$ cat src/rtl/mse_pkg.sv
`timescale 1ns / 1ps

package mse_pkg;

   // register file geometry
   localparam int REG_COUNT = 32;
   localparam int REG_ADDR_W = 5;

   // primary opcodes
   localparam logic [5:0] OP_SPECIAL = 6'b000000;
   localparam logic [5:0] OP_J       = 6'b000010;
   localparam logic [5:0] OP_BNE     = 6'b000101;
   localparam logic [5:0] OP_ADDI    = 6'b001000;
   localparam logic [5:0] OP_ADDIU   = 6'b001001;
   localparam logic [5:0] OP_ORI     = 6'b001101;
   localparam logic [5:0] OP_LUI     = 6'b001111;
   localparam logic [5:0] OP_COP0    = 6'b010000;
   localparam logic [5:0] OP_LW      = 6'b100011;
   localparam logic [5:0] OP_SW      = 6'b101011;

   // SPECIAL function codes
   localparam logic [5:0] FN_SLL = 6'b000000;
   localparam logic [5:0] FN_OR  = 6'b100101;

   // cop0 move-to code in the rs field, and the status register index
   localparam logic [4:0] COP_MT      = 5'b00100;
   localparam logic [4:0] COP0_STATUS = 5'd12;

   // status word bit that isolates the cache
   localparam int ISOLATE_BIT = 16;

   // jump keeps the top nibble of pc + 4
   localparam logic [31:0] JUMP_REGION_MASK = 32'hf000_0000;

   // memory request kinds
   localparam logic [1:0] MEM_NONE  = 2'd0;
   localparam logic [1:0] MEM_READ  = 2'd1;
   localparam logic [1:0] MEM_WRITE = 2'd2;

   // result status codes
   localparam logic [2:0] ST_DONE     = 3'd0;
   localparam logic [2:0] ST_BAD_OP   = 3'd1;
   localparam logic [2:0] ST_OVERFLOW = 3'd2;
   localparam logic [2:0] ST_ISOLATED = 3'd3;
   localparam logic [2:0] ST_BAD_COP0 = 3'd4;

   // request beat kinds
   localparam logic REQ_INSTR = 1'b0;
   localparam logic REQ_LOAD  = 1'b1;

endpackage

$ cat src/rtl/mse_req_if.sv
`timescale 1ns / 1ps

interface mse_req_if;
   logic        valid;
   logic        ready;
   logic        req_type;
   logic [31:0] instr_word;
   logic [31:0] load_data;

   modport source (output valid, output req_type, output instr_word, output load_data,
                   input ready);
   modport sink (input valid, input req_type, input instr_word, input load_data,
                 output ready);
endinterface

$ cat src/rtl/mse_rsp_if.sv
`timescale 1ns / 1ps

interface mse_rsp_if;
   logic        valid;
   logic        ready;
   logic [31:0] next_pc;
   logic [1:0]  mem_kind;
   logic [31:0] mem_address;
   logic [31:0] mem_write_data;
   logic [2:0]  status;

   modport source (output valid, output next_pc, output mem_kind, output mem_address,
                   output mem_write_data, output status, input ready);
   modport sink (input valid, input next_pc, input mem_kind, input mem_address,
                 input mem_write_data, input status, output ready);
endinterface

$ cat src/rtl/mips_subset_execute_unit.sv
`timescale 1ns / 1ps
// MIPS subset execute unit (SLL, OR, J, BNE, ADDI, ADDIU, LUI, ORI, MTC0, LW, SW).
// req_bus carries one beat per item: an instruction word fetched at the current pc
// (req_type 0) or the data word returned for the pending LW (req_type 1).
// rsp_bus returns exactly one beat per request: next fetch address, memory request
// (kind, address, write data) and a status code.
// A request is captured in the operand register stage, then executed into the
// response register. Throughput: one beat per cycle while rsp ready stays high; the
// register file is read as the request is taken and results written as the item
// leaves the operand stage, with a bypass from that write port into the read.
// The caller must fetch at rsp next_pc; a load beat reports the unchanged pc.
// Reset: pc goes to START_PC, isolation and pending load clear, and all 32
// registers read as zero at once through per-register valid bits.
// Stall: while rsp ready is low the response register holds; one more request
// is taken into the operand stage, then req ready drops until the response moves.
module mips_subset_execute_unit
   import mse_pkg::*;
#(
   parameter logic [31:0] START_PC = 32'hbfc0_0000
) (
   input  logic      clock,
   input  logic      reset,
   mse_req_if.sink   req_bus,
   mse_rsp_if.source rsp_bus
);

   typedef struct packed {
      logic                  we;
      logic [REG_ADDR_W-1:0] addr;
      logic [31:0]           data;
   } rf_write_type;

   // operand stage
   logic                  s1_valid_ff, s1_valid_in;
   logic                  s1_type_ff;
   logic [31:0]           s1_word_ff;
   logic [31:0]           s1_load_ff;
   logic [31:0]           rs_data_ff;
   logic [31:0]           rt_data_ff;

   // architectural state
   logic [31:0]           rf_mem_ff [REG_COUNT];
   logic [REG_COUNT-1:0]  rf_valid_ff;
   logic [31:0]           pc_ff, pc_in;
   logic                  isolate_ff, isolate_in;
   logic [REG_ADDR_W-1:0] load_target_ff, load_target_in;
   logic                  load_wait_ff, load_wait_in;

   // response register
   logic                  out_valid_ff, out_valid_in;
   logic [31:0]           out_pc_ff;
   logic [1:0]            out_kind_ff;
   logic [31:0]           out_addr_ff;
   logic [31:0]           out_wdata_ff;
   logic [2:0]            out_status_ff;

   logic                  req_accept;
   logic                  advance;
   rf_write_type          rf_wr;
   logic                  rf_we;
   logic [REG_ADDR_W-1:0] req_rs, req_rt;

   // decoded fields of the instruction in the operand stage
   logic [5:0]            op, fn;
   logic [REG_ADDR_W-1:0] rs, rt, rd, sh;
   logic [15:0]           imm;
   logic [31:0]           simm, npc, sum, ea;
   logic [31:0]           x_pc;
   logic [1:0]            x_kind;
   logic [31:0]           x_addr, x_wdata;
   logic [2:0]            x_status;

   // handshake
   assign advance       = s1_valid_ff && (!out_valid_ff || rsp_bus.ready);
   assign req_bus.ready = !s1_valid_ff || advance;
   assign req_accept    = req_bus.valid && req_bus.ready;
   assign s1_valid_in   = req_accept ? 1'b1 : (advance ? 1'b0 : s1_valid_ff);
   assign out_valid_in  = advance ? 1'b1 : (rsp_bus.ready ? 1'b0 : out_valid_ff);

   assign req_rs = req_bus.instr_word[25:21];
   assign req_rt = req_bus.instr_word[20:16];

   // field decode
   assign op   = s1_word_ff[31:26];
   assign rs   = s1_word_ff[25:21];
   assign rt   = s1_word_ff[20:16];
   assign rd   = s1_word_ff[15:11];
   assign sh   = s1_word_ff[10:6];
   assign fn   = s1_word_ff[5:0];
   assign imm  = s1_word_ff[15:0];
   assign simm = {{16{imm[15]}}, imm};
   assign npc  = pc_ff + 32'd4;
   assign sum  = rs_data_ff + simm;
   assign ea   = rs_data_ff + simm;

   // execute
   always_comb begin
      x_pc           = pc_ff;
      x_kind         = MEM_NONE;
      x_addr         = '0;
      x_wdata        = '0;
      x_status       = ST_DONE;
      rf_wr          = '0;
      pc_in          = pc_ff;
      isolate_in     = isolate_ff;
      load_target_in = load_target_ff;
      load_wait_in   = load_wait_ff;

      if (s1_type_ff == REQ_LOAD) begin
         // returned load data; ignored when nothing is pending
         if (load_wait_ff) begin
            rf_wr.we     = 1'b1;
            rf_wr.addr   = load_target_ff;
            rf_wr.data   = s1_load_ff;
            load_wait_in = 1'b0;
         end
      end else begin
         x_pc = npc;
         case (op)
            OP_SPECIAL: begin
               rf_wr.addr = rd;
               if (fn == FN_SLL) begin
                  rf_wr.we   = 1'b1;
                  rf_wr.data = rt_data_ff << sh;
               end else if (fn == FN_OR) begin
                  rf_wr.we   = 1'b1;
                  rf_wr.data = rs_data_ff | rt_data_ff;
               end else begin
                  x_status = ST_BAD_OP;
               end
            end
            OP_J: begin
               x_pc = (npc & JUMP_REGION_MASK) | {4'h0, s1_word_ff[25:0], 2'b00};
            end
            OP_BNE: begin
               if (rs_data_ff != rt_data_ff) begin
                  x_pc = npc + {simm[29:0], 2'b00};
               end
            end
            OP_ADDI: begin
               rf_wr.addr = rt;
               rf_wr.data = sum;
               if ((~(rs_data_ff[31] ^ simm[31]) & (rs_data_ff[31] ^ sum[31])) != 1'b0) begin
                  x_status = ST_OVERFLOW;
               end else begin
                  rf_wr.we = 1'b1;
               end
            end
            OP_ADDIU: begin
               rf_wr.we   = 1'b1;
               rf_wr.addr = rt;
               rf_wr.data = sum;
            end
            OP_LUI: begin
               rf_wr.we   = 1'b1;
               rf_wr.addr = rt;
               rf_wr.data = {imm, 16'h0000};
            end
            OP_ORI: begin
               rf_wr.we   = 1'b1;
               rf_wr.addr = rt;
               rf_wr.data = rs_data_ff | {16'h0000, imm};
            end
            OP_COP0: begin
               if (rs == COP_MT) begin
                  if (rd == COP0_STATUS) begin
                     isolate_in = rt_data_ff[ISOLATE_BIT];
                  end else begin
                     x_status = ST_BAD_COP0;
                  end
               end else begin
                  x_status = ST_BAD_OP;
               end
            end
            OP_LW: begin
               if (isolate_ff) begin
                  x_status = ST_ISOLATED;
               end else begin
                  x_kind         = MEM_READ;
                  x_addr         = ea;
                  load_target_in = rt;
                  load_wait_in   = 1'b1;
               end
            end
            OP_SW: begin
               if (isolate_ff) begin
                  x_status = ST_ISOLATED;
               end else begin
                  x_kind  = MEM_WRITE;
                  x_addr  = ea;
                  x_wdata = rt_data_ff;
               end
            end
            default: begin
               x_status = ST_BAD_OP;
            end
         endcase
         pc_in = x_pc;
      end
   end

   // register 0 is never written
   assign rf_we = advance && rf_wr.we && (rf_wr.addr != '0);

   // control state
   always_ff @(posedge clock) begin
      if (reset) begin
         s1_valid_ff    <= 1'b0;
         out_valid_ff   <= 1'b0;
         pc_ff          <= START_PC;
         isolate_ff     <= 1'b0;
         load_target_ff <= '0;
         load_wait_ff   <= 1'b0;
         rf_valid_ff    <= '0;
      end else begin
         s1_valid_ff  <= s1_valid_in;
         out_valid_ff <= out_valid_in;
         if (advance) begin
            pc_ff          <= pc_in;
            isolate_ff     <= isolate_in;
            load_target_ff <= load_target_in;
            load_wait_ff   <= load_wait_in;
         end
         if (rf_we) begin
            rf_valid_ff[rf_wr.addr] <= 1'b1;
         end
      end
   end

   // register file write port
   always_ff @(posedge clock) begin
      if (rf_we) begin
         rf_mem_ff[rf_wr.addr] <= rf_wr.data;
      end
   end

   // operand stage: capture request and read both operands, bypassing the write port
   always_ff @(posedge clock) begin
      if (req_accept) begin
         s1_type_ff <= req_bus.req_type;
         s1_word_ff <= req_bus.instr_word;
         s1_load_ff <= req_bus.load_data;
         if (rf_we && rf_wr.addr == req_rs) begin
            rs_data_ff <= rf_wr.data;
         end else begin
            rs_data_ff <= rf_valid_ff[req_rs] ? rf_mem_ff[req_rs] : '0;
         end
         if (rf_we && rf_wr.addr == req_rt) begin
            rt_data_ff <= rf_wr.data;
         end else begin
            rt_data_ff <= rf_valid_ff[req_rt] ? rf_mem_ff[req_rt] : '0;
         end
      end
   end

   // response register
   always_ff @(posedge clock) begin
      if (advance) begin
         out_pc_ff     <= x_pc;
         out_kind_ff   <= x_kind;
         out_addr_ff   <= x_addr;
         out_wdata_ff  <= x_wdata;
         out_status_ff <= x_status;
      end
   end

   assign rsp_bus.valid          = out_valid_ff;
   assign rsp_bus.next_pc        = out_pc_ff;
   assign rsp_bus.mem_kind       = out_kind_ff;
   assign rsp_bus.mem_address    = out_addr_ff;
   assign rsp_bus.mem_write_data = out_wdata_ff;
   assign rsp_bus.status         = out_status_ff;

`ifndef SYNTHESIS
   // request side only stalls when both stages are full and the sink is stalled
   a_ready_stall: assert property (@(posedge clock) disable iff (reset)
      !req_bus.ready |-> (s1_valid_ff && out_valid_ff && !rsp_bus.ready))
      else $error("request stalled without a full pipeline");

   // register 0 never gains a valid entry
   a_zero_reg: assert property (@(posedge clock) disable iff (reset)
      !rf_valid_ff[0])
      else $error("register 0 was written");

   // an issued LW leaves a load pending
   a_load_pending: assert property (@(posedge clock) disable iff (reset)
      (advance && s1_type_ff == REQ_INSTR && op == OP_LW && !isolate_ff) |=> load_wait_ff)
      else $error("LW issued without pending load");

   // an isolated access never issues a memory request
   a_isolated_quiet: assert property (@(posedge clock) disable iff (reset)
      (out_valid_ff && out_status_ff == ST_ISOLATED) |-> (out_kind_ff == MEM_NONE))
      else $error("isolated access issued a memory request");
`endif

endmodule

$ cat src/flat_wrapper.sv
// flat-port wrapper written by rule: the top's interface ports become plain ports
module mips_subset_execute_unit_flat import mse_pkg::*;
#(
   parameter logic [31:0] START_PC = 32'hbfc0_0000
)
  (clock, reset, req_bus_valid, req_bus_req_type, req_bus_instr_word, req_bus_load_data, req_bus_ready, rsp_bus_valid, rsp_bus_next_pc, rsp_bus_mem_kind, rsp_bus_mem_address, rsp_bus_mem_write_data, rsp_bus_status, rsp_bus_ready);
  mse_req_if req_bus_i ();
  mse_rsp_if rsp_bus_i ();
  input  logic clock;
  input  logic reset;
  input wire logic [$bits(req_bus_i.valid)-1:0] req_bus_valid;
  input wire logic [$bits(req_bus_i.req_type)-1:0] req_bus_req_type;
  input wire logic [$bits(req_bus_i.instr_word)-1:0] req_bus_instr_word;
  input wire logic [$bits(req_bus_i.load_data)-1:0] req_bus_load_data;
  output wire logic [$bits(req_bus_i.ready)-1:0] req_bus_ready;
  output wire logic [$bits(rsp_bus_i.valid)-1:0] rsp_bus_valid;
  output wire logic [$bits(rsp_bus_i.next_pc)-1:0] rsp_bus_next_pc;
  output wire logic [$bits(rsp_bus_i.mem_kind)-1:0] rsp_bus_mem_kind;
  output wire logic [$bits(rsp_bus_i.mem_address)-1:0] rsp_bus_mem_address;
  output wire logic [$bits(rsp_bus_i.mem_write_data)-1:0] rsp_bus_mem_write_data;
  output wire logic [$bits(rsp_bus_i.status)-1:0] rsp_bus_status;
  input wire logic [$bits(rsp_bus_i.ready)-1:0] rsp_bus_ready;
  assign req_bus_i.valid = req_bus_valid;
  assign req_bus_i.req_type = req_bus_req_type;
  assign req_bus_i.instr_word = req_bus_instr_word;
  assign req_bus_i.load_data = req_bus_load_data;
  assign req_bus_ready = req_bus_i.ready;
  assign rsp_bus_valid = rsp_bus_i.valid;
  assign rsp_bus_next_pc = rsp_bus_i.next_pc;
  assign rsp_bus_mem_kind = rsp_bus_i.mem_kind;
  assign rsp_bus_mem_address = rsp_bus_i.mem_address;
  assign rsp_bus_mem_write_data = rsp_bus_i.mem_write_data;
  assign rsp_bus_status = rsp_bus_i.status;
  assign rsp_bus_i.ready = rsp_bus_ready;
  mips_subset_execute_unit #(.START_PC(START_PC)) u_core (.clock(clock), .reset(reset), .req_bus(req_bus_i), .rsp_bus(rsp_bus_i));
endmodule
$ cat config.mk
export PLATFORM = sky130hd
export DESIGN_NAME = mips_subset_execute_unit_flat
export DESIGN_NICKNAME = d
export VERILOG_FILES = /design/src/rtl/mse_pkg.sv /design/src/rtl/mse_req_if.sv /design/src/rtl/mse_rsp_if.sv /design/src/rtl/mips_subset_execute_unit.sv /design/src/flat_wrapper.sv
export SDC_FILE = /design/constraint.sdc
export NUM_CORES = 2
export LEC_CHECK = 0
export BUFFER_PORTS_ARGS = -buffer_cell sky130_fd_sc_hd__buf_4
export CAP_MARGIN = 20
export CORE_MARGIN = 2
export CORE_UTILIZATION = 47
export CTS_BUF_LIST = sky130_fd_sc_hd__clkbuf_8
export DETAILED_ROUTE_END_ITERATION = 8
export HOLD_SLACK_MARGIN = 0.08
export PLACE_DENSITY = 0.74
export SKIP_LAST_GASP = 1
export SYNTH_ARGS = -nofsm -noshare
export SYNTH_HDL_FRONTEND = slang
export SYNTH_SLANG_ARGS = --single-unit
$ cat constraint.sdc
create_clock -name clock -period 11.9 [get_ports clock]
set_input_delay 2.38 -clock clock [delete_from_list [all_inputs] [get_ports clock]]
set_output_delay 2.38 -clock clock [all_outputs]
set_load 0.005 [all_outputs]
==> impl_metrics.xml <==
<?xml version="1.0" encoding="UTF-8"?>
<metrics>
  <group name="floorplan">
    <metric name="floorplan.die.height" unit="microns">381</metric>
    <metric name="floorplan.die_area" unit="sq um">145000</metric>
    <metric name="die-width" unit="microns">381</metric>
    <metric name="ioPinCount" unit="">172</metric>
    <metric name="std_cell_rows" unit="">138</metric>
    <metric name="core-area" unit="sq um">141000</metric>
    <metric name="start_util" unit="%">47.2</metric>
  </group>
  <group name="timing">
    <metric name="hold_viol_final" unit="">0</metric>
    <metric name="grt_setup_unrepaired" unit="">false</metric>
    <metric name="slew_viol_final" unit="">0</metric>
    <metric name="finalCriticalPeriod" unit="ps">6040</metric>
    <metric name="finalSetupViolCount" unit="">0</metric>
    <metric name="maxClockFrequency" unit="MHz">166</metric>
    <metric name="fin_crit_sh" unit="%">50.8</metric>
    <metric name="postLayoutSetupSlackWorst" unit="ps">5860</metric>
    <metric name="clock-skew-final" unit="ps">46.9</metric>
    <metric name="fin_tns_setup" unit="ps">0</metric>
    <metric name="timing.max_slew.rel_slack" unit="%">13.3</metric>
    <metric name="worst_margin_pin_slew" unit="ps">1290</metric>
  </group>
  <group name="placed_design">
    <metric name="placedCellCount" unit="">5911</metric>
    <metric name="hpwl" unit="mm">114</metric>
    <metric name="routabilityCongestion" unit="">0.961</metric>
    <metric name="pre_cts_slack" unit="ps">5170</metric>
    <metric name="placement.io_buffers" unit="">171</metric>
  </group>
  <group name="drt">
    <metric name="drtIter0Drc" unit="">6266</metric>
    <metric name="via_per_inst" unit="">6.56</metric>
    <metric name="route.detailed.drc" unit="">0</metric>
    <metric name="wl_per_cell" unit="microns">31.3</metric>
    <metric name="detailroute.via_count" unit="">41300</metric>
    <metric name="route.antenna.remaining_nets" unit="">0</metric>
    <metric name="firstDrtPassIters" unit="">8</metric>
    <metric name="drt-total-wl" unit="mm">197</metric>
  </group>
  <group name="clock_tree">
    <metric name="cts_repair_resize_count" unit="">0</metric>
    <metric name="cts_post_setup_buffers_inserted" unit="">0</metric>
    <metric name="clock_insertion_delay_at_the_later_pin_of_the_skew_report" unit="ps">940</metric>
    <metric name="cts-htree-levels" unit="">4</metric>
    <metric name="clock_sink_count" unit="">1327</metric>
    <metric name="cts_buffers" unit="">201</metric>
    <metric name="clk_pin_slew" unit="ps">60</metric>
    <metric name="tritoncts" unit="">done</metric>
    <metric name="cts_root_buffer" unit="">clkbuf_8</metric>
    <metric name="ctsLongestPathBuffers" unit="">3</metric>
    <metric name="ctsHoldBuffers" unit="">0</metric>
  </group>
  <group name="power">
    <metric name="power_per_cell_area" unit="nW/um^2">127</metric>
    <metric name="max-vdd-ir-drop" unit="mV">0.0918</metric>
    <metric name="p_leak" unit="nW">24.6</metric>
    <metric name="power.total" unit="mW">9.45</metric>
  </group>
  <group name="synth">
    <metric name="yosysWarnings" unit="">0</metric>
    <metric name="synth_most_common_cell" unit="">edfxtp_1</metric>
    <metric name="post_synth_inst_count" unit="">3989</metric>
    <metric name="asyncSetResetFlopFracSynth" unit="%">0</metric>
    <metric name="synth_area_per_cell" unit="sq um">16.7</metric>
    <metric name="ys_ff_latch" unit="">1327</metric>
    <metric name="ys_top_cells_by_area" unit="">edfxtp_1 57%, mux4_2 23%, dfxtp_1 2.2%</metric>
    <metric name="synth.top_cell.area_share" unit="%">56.5</metric>
    <metric name="synth.cells.most_frequent" unit="">1254 x edfxtp_1, 677 x mux4_2, 199 x nor2_1</metric>
    <metric name="yosysTopAreaCell" unit="">edfxtp_1</metric>
    <metric name="netlist-cell-type-count" unit="">83</metric>
    <metric name="most_used_flip_flop_cell_after_synthesis" unit="">edfxtp_1</metric>
    <metric name="number_of_flops_mapped_to_enable_cells_by_yosys" unit="">1254</metric>
    <metric name="yosysSeqAreaShare" unit="%">58.7</metric>
    <metric name="synth.cell_area" unit="sq um">66600</metric>
  </group>
  <group name="finish">
    <metric name="non_filler_instances" unit="">6292</metric>
    <metric name="fraction_of_layout_instances_using_a_drive_strength_above_1" unit="%">30.6</metric>
    <metric name="layout.filler_cells" unit="">11100</metric>
    <metric name="layout.area.seq" unit="sq um">39100</metric>
    <metric name="num-nets-final" unit="">4410</metric>
    <metric name="max_reg_flops" unit="">1024</metric>
    <metric name="largest-register" unit="">u_core.rf_mem_ff</metric>
    <metric name="multi_input_comb_area" unit="sq um">26300</metric>
    <metric name="layout-area-overhead-vs-synth" unit="%">11.6</metric>
  </group>
  <group name="grt">
    <metric name="grt_first_pass_wirelength" unit="mm">284</metric>
    <metric name="first_global_vias" unit="">40700</metric>
    <metric name="met3_routing_resource_usage_after_global_routing" unit="%">5.23</metric>
    <metric name="grt_util_met2" unit="%">42.7</metric>
    <metric name="gr-max-usage-layer" unit="">met2</metric>
    <metric name="grt_remaining_overflow" unit="">0</metric>
    <metric name="grt_use_total" unit="%">27.0</metric>
    <metric name="grt_antenna_before_repair" unit="">8</metric>
    <metric name="grt_start_max_net_pins" unit="">163</metric>
    <metric name="global_routing_met1_resource_utilization" unit="%">36.0</metric>
  </group>
  <group name="critical_path">
    <metric name="setup.worst_path.class" unit="">reg2reg</metric>
    <metric name="cp.arrival" unit="ps">6700</metric>
    <metric name="timing.critical_path.from_type" unit="">flip-flop</metric>
    <metric name="timing.critical_path.to_type" unit="">flip-flop</metric>
    <metric name="crit_path_max_fanout" unit="">33</metric>
    <metric name="critPathRequiredTime" unit="ps">12560</metric>
  </group>
  <group name="flow_run">
    <metric name="drv_cap" unit="">0</metric>
  </group>
  <group name="status">
    <metric name="run_status" unit="">complete, no violations</metric>
  </group>
  <group name="min_path">
    <metric name="hold_class" unit="">reg2reg</metric>
  </group>
</metrics>
## worst max-delay path, stage by stage (launching register included)
cell and delay [ps]:
edfxtp_1 360, buf_4 200, ha_1 240, fa_1 430
a211o_1 300, a2111oi_0 700, nor4_1 240, o31ai_1 420
o21ai_0 180, xnor2_1 400, nor2_1 100, a221oi_1 930
inv_1 750, mux2_4 480
## per-stage QoR
stage                     area, sq um  utilization (%)  hold WS [ps]
after floorplan                 66700                -           430
after CTS                       74200             52.6           466
after global routing            74400             52.7           477
after detailed placement        70400             49.9           449
after global placement          70400             49.9           442
final                           74400             52.7           470
## report_power, final
| part | internal, mW | switching (mW) | total, mW |
|---|---|---|---|
| logic | 0.264 | 0.407 | 0.671 |
| clock network | 1.83 | 1.81 | 3.64 |
| registers | 5.09 | 0.0481 | 5.14 |
## cells by family (layout without fill, tap and decap cells)
group | after synthesis | after routing | share of synthesized area, %
other cells | 1 | 38 | 0.00563
fa+ha+maj | 111 | 111 | 2.11
compound gates | 539 | 539 | 5.46
mux | 825 | 825 | 25.3
xor+xnor | 93 | 93 | 1.22
buf+inv | 422 | 798 | 2.44
flops | 1327 | 1327 | 58.7
simple gates | 671 | 671 | 4.72
## layer usage
layer / part of all wire [%] / vias to the layer above
met1: 36 / 21100
met2: 47 / 2808
li1: - / 16900
met3: 11 / 516
met5: 0.010 / -
met4: 5.2 / 4
## cell type report
class | count | share of cell area, %
well taps | 1890 | 3.18
multi-input cells | 2271 | 35.3
repair buffers | 278 | 2.99
diodes | 6 | 0.0202
clock inverters | 164 | 1.34
flip-flops and latches | 1327 | 52.6
clock buffers | 205 | 3.79
inverters | 151 | 0.765
## cells in the final DEF, fill, tap and decap left out, types with 14 or more instances in the layout
cell type,n
ha_1,109
nand2b_1,19
xnor2_1,62
clkinv_1,61
nor4_1,14
mux2i_1,99
dfxtp_1,73
inv_1,202
o21ai_0,88
mux4_2,677
xor2_1,31
clkinv_2,24
nor3_2,23
a21o_1,29
nor3_1,24
nand4_1,21
nand2_1,193
a21oi_1,158
and3_1,18
buf_4,263
a211oi_1,17
nor2_1,189
edfxtp_1,1254
nand3_1,47
clkbuf_8,205
conb_1,32
o21ba_2,23
o211ai_1,14
a221oi_1,35
o22ai_1,25
and2_1,55
mux2_4,25
a221o_1,18
## path summary, 6_finish.rpt
kind,start,end,slack [ps],depth (start not counted)
setup / recovery,u_core.s1_word_ff[0]$_DFFE_PP_,u_core.rt_data_ff[18]$_DFFE_PP_,5860,13
hold / removal,u_core.pc_ff[1]$_SDFFE_PP0P_,u_core.pc_ff[1]$_SDFFE_PP0P_,470,1
setup reg to reg,u_core.s1_word_ff[0]$_DFFE_PP_,u_core.rt_data_ff[18]$_DFFE_PP_,5860,13
hold reg to reg,u_core.pc_ff[1]$_SDFFE_PP0P_,u_core.pc_ff[1]$_SDFFE_PP0P_,470,1
No activity file was read; power rests on OpenSTA's default activity.
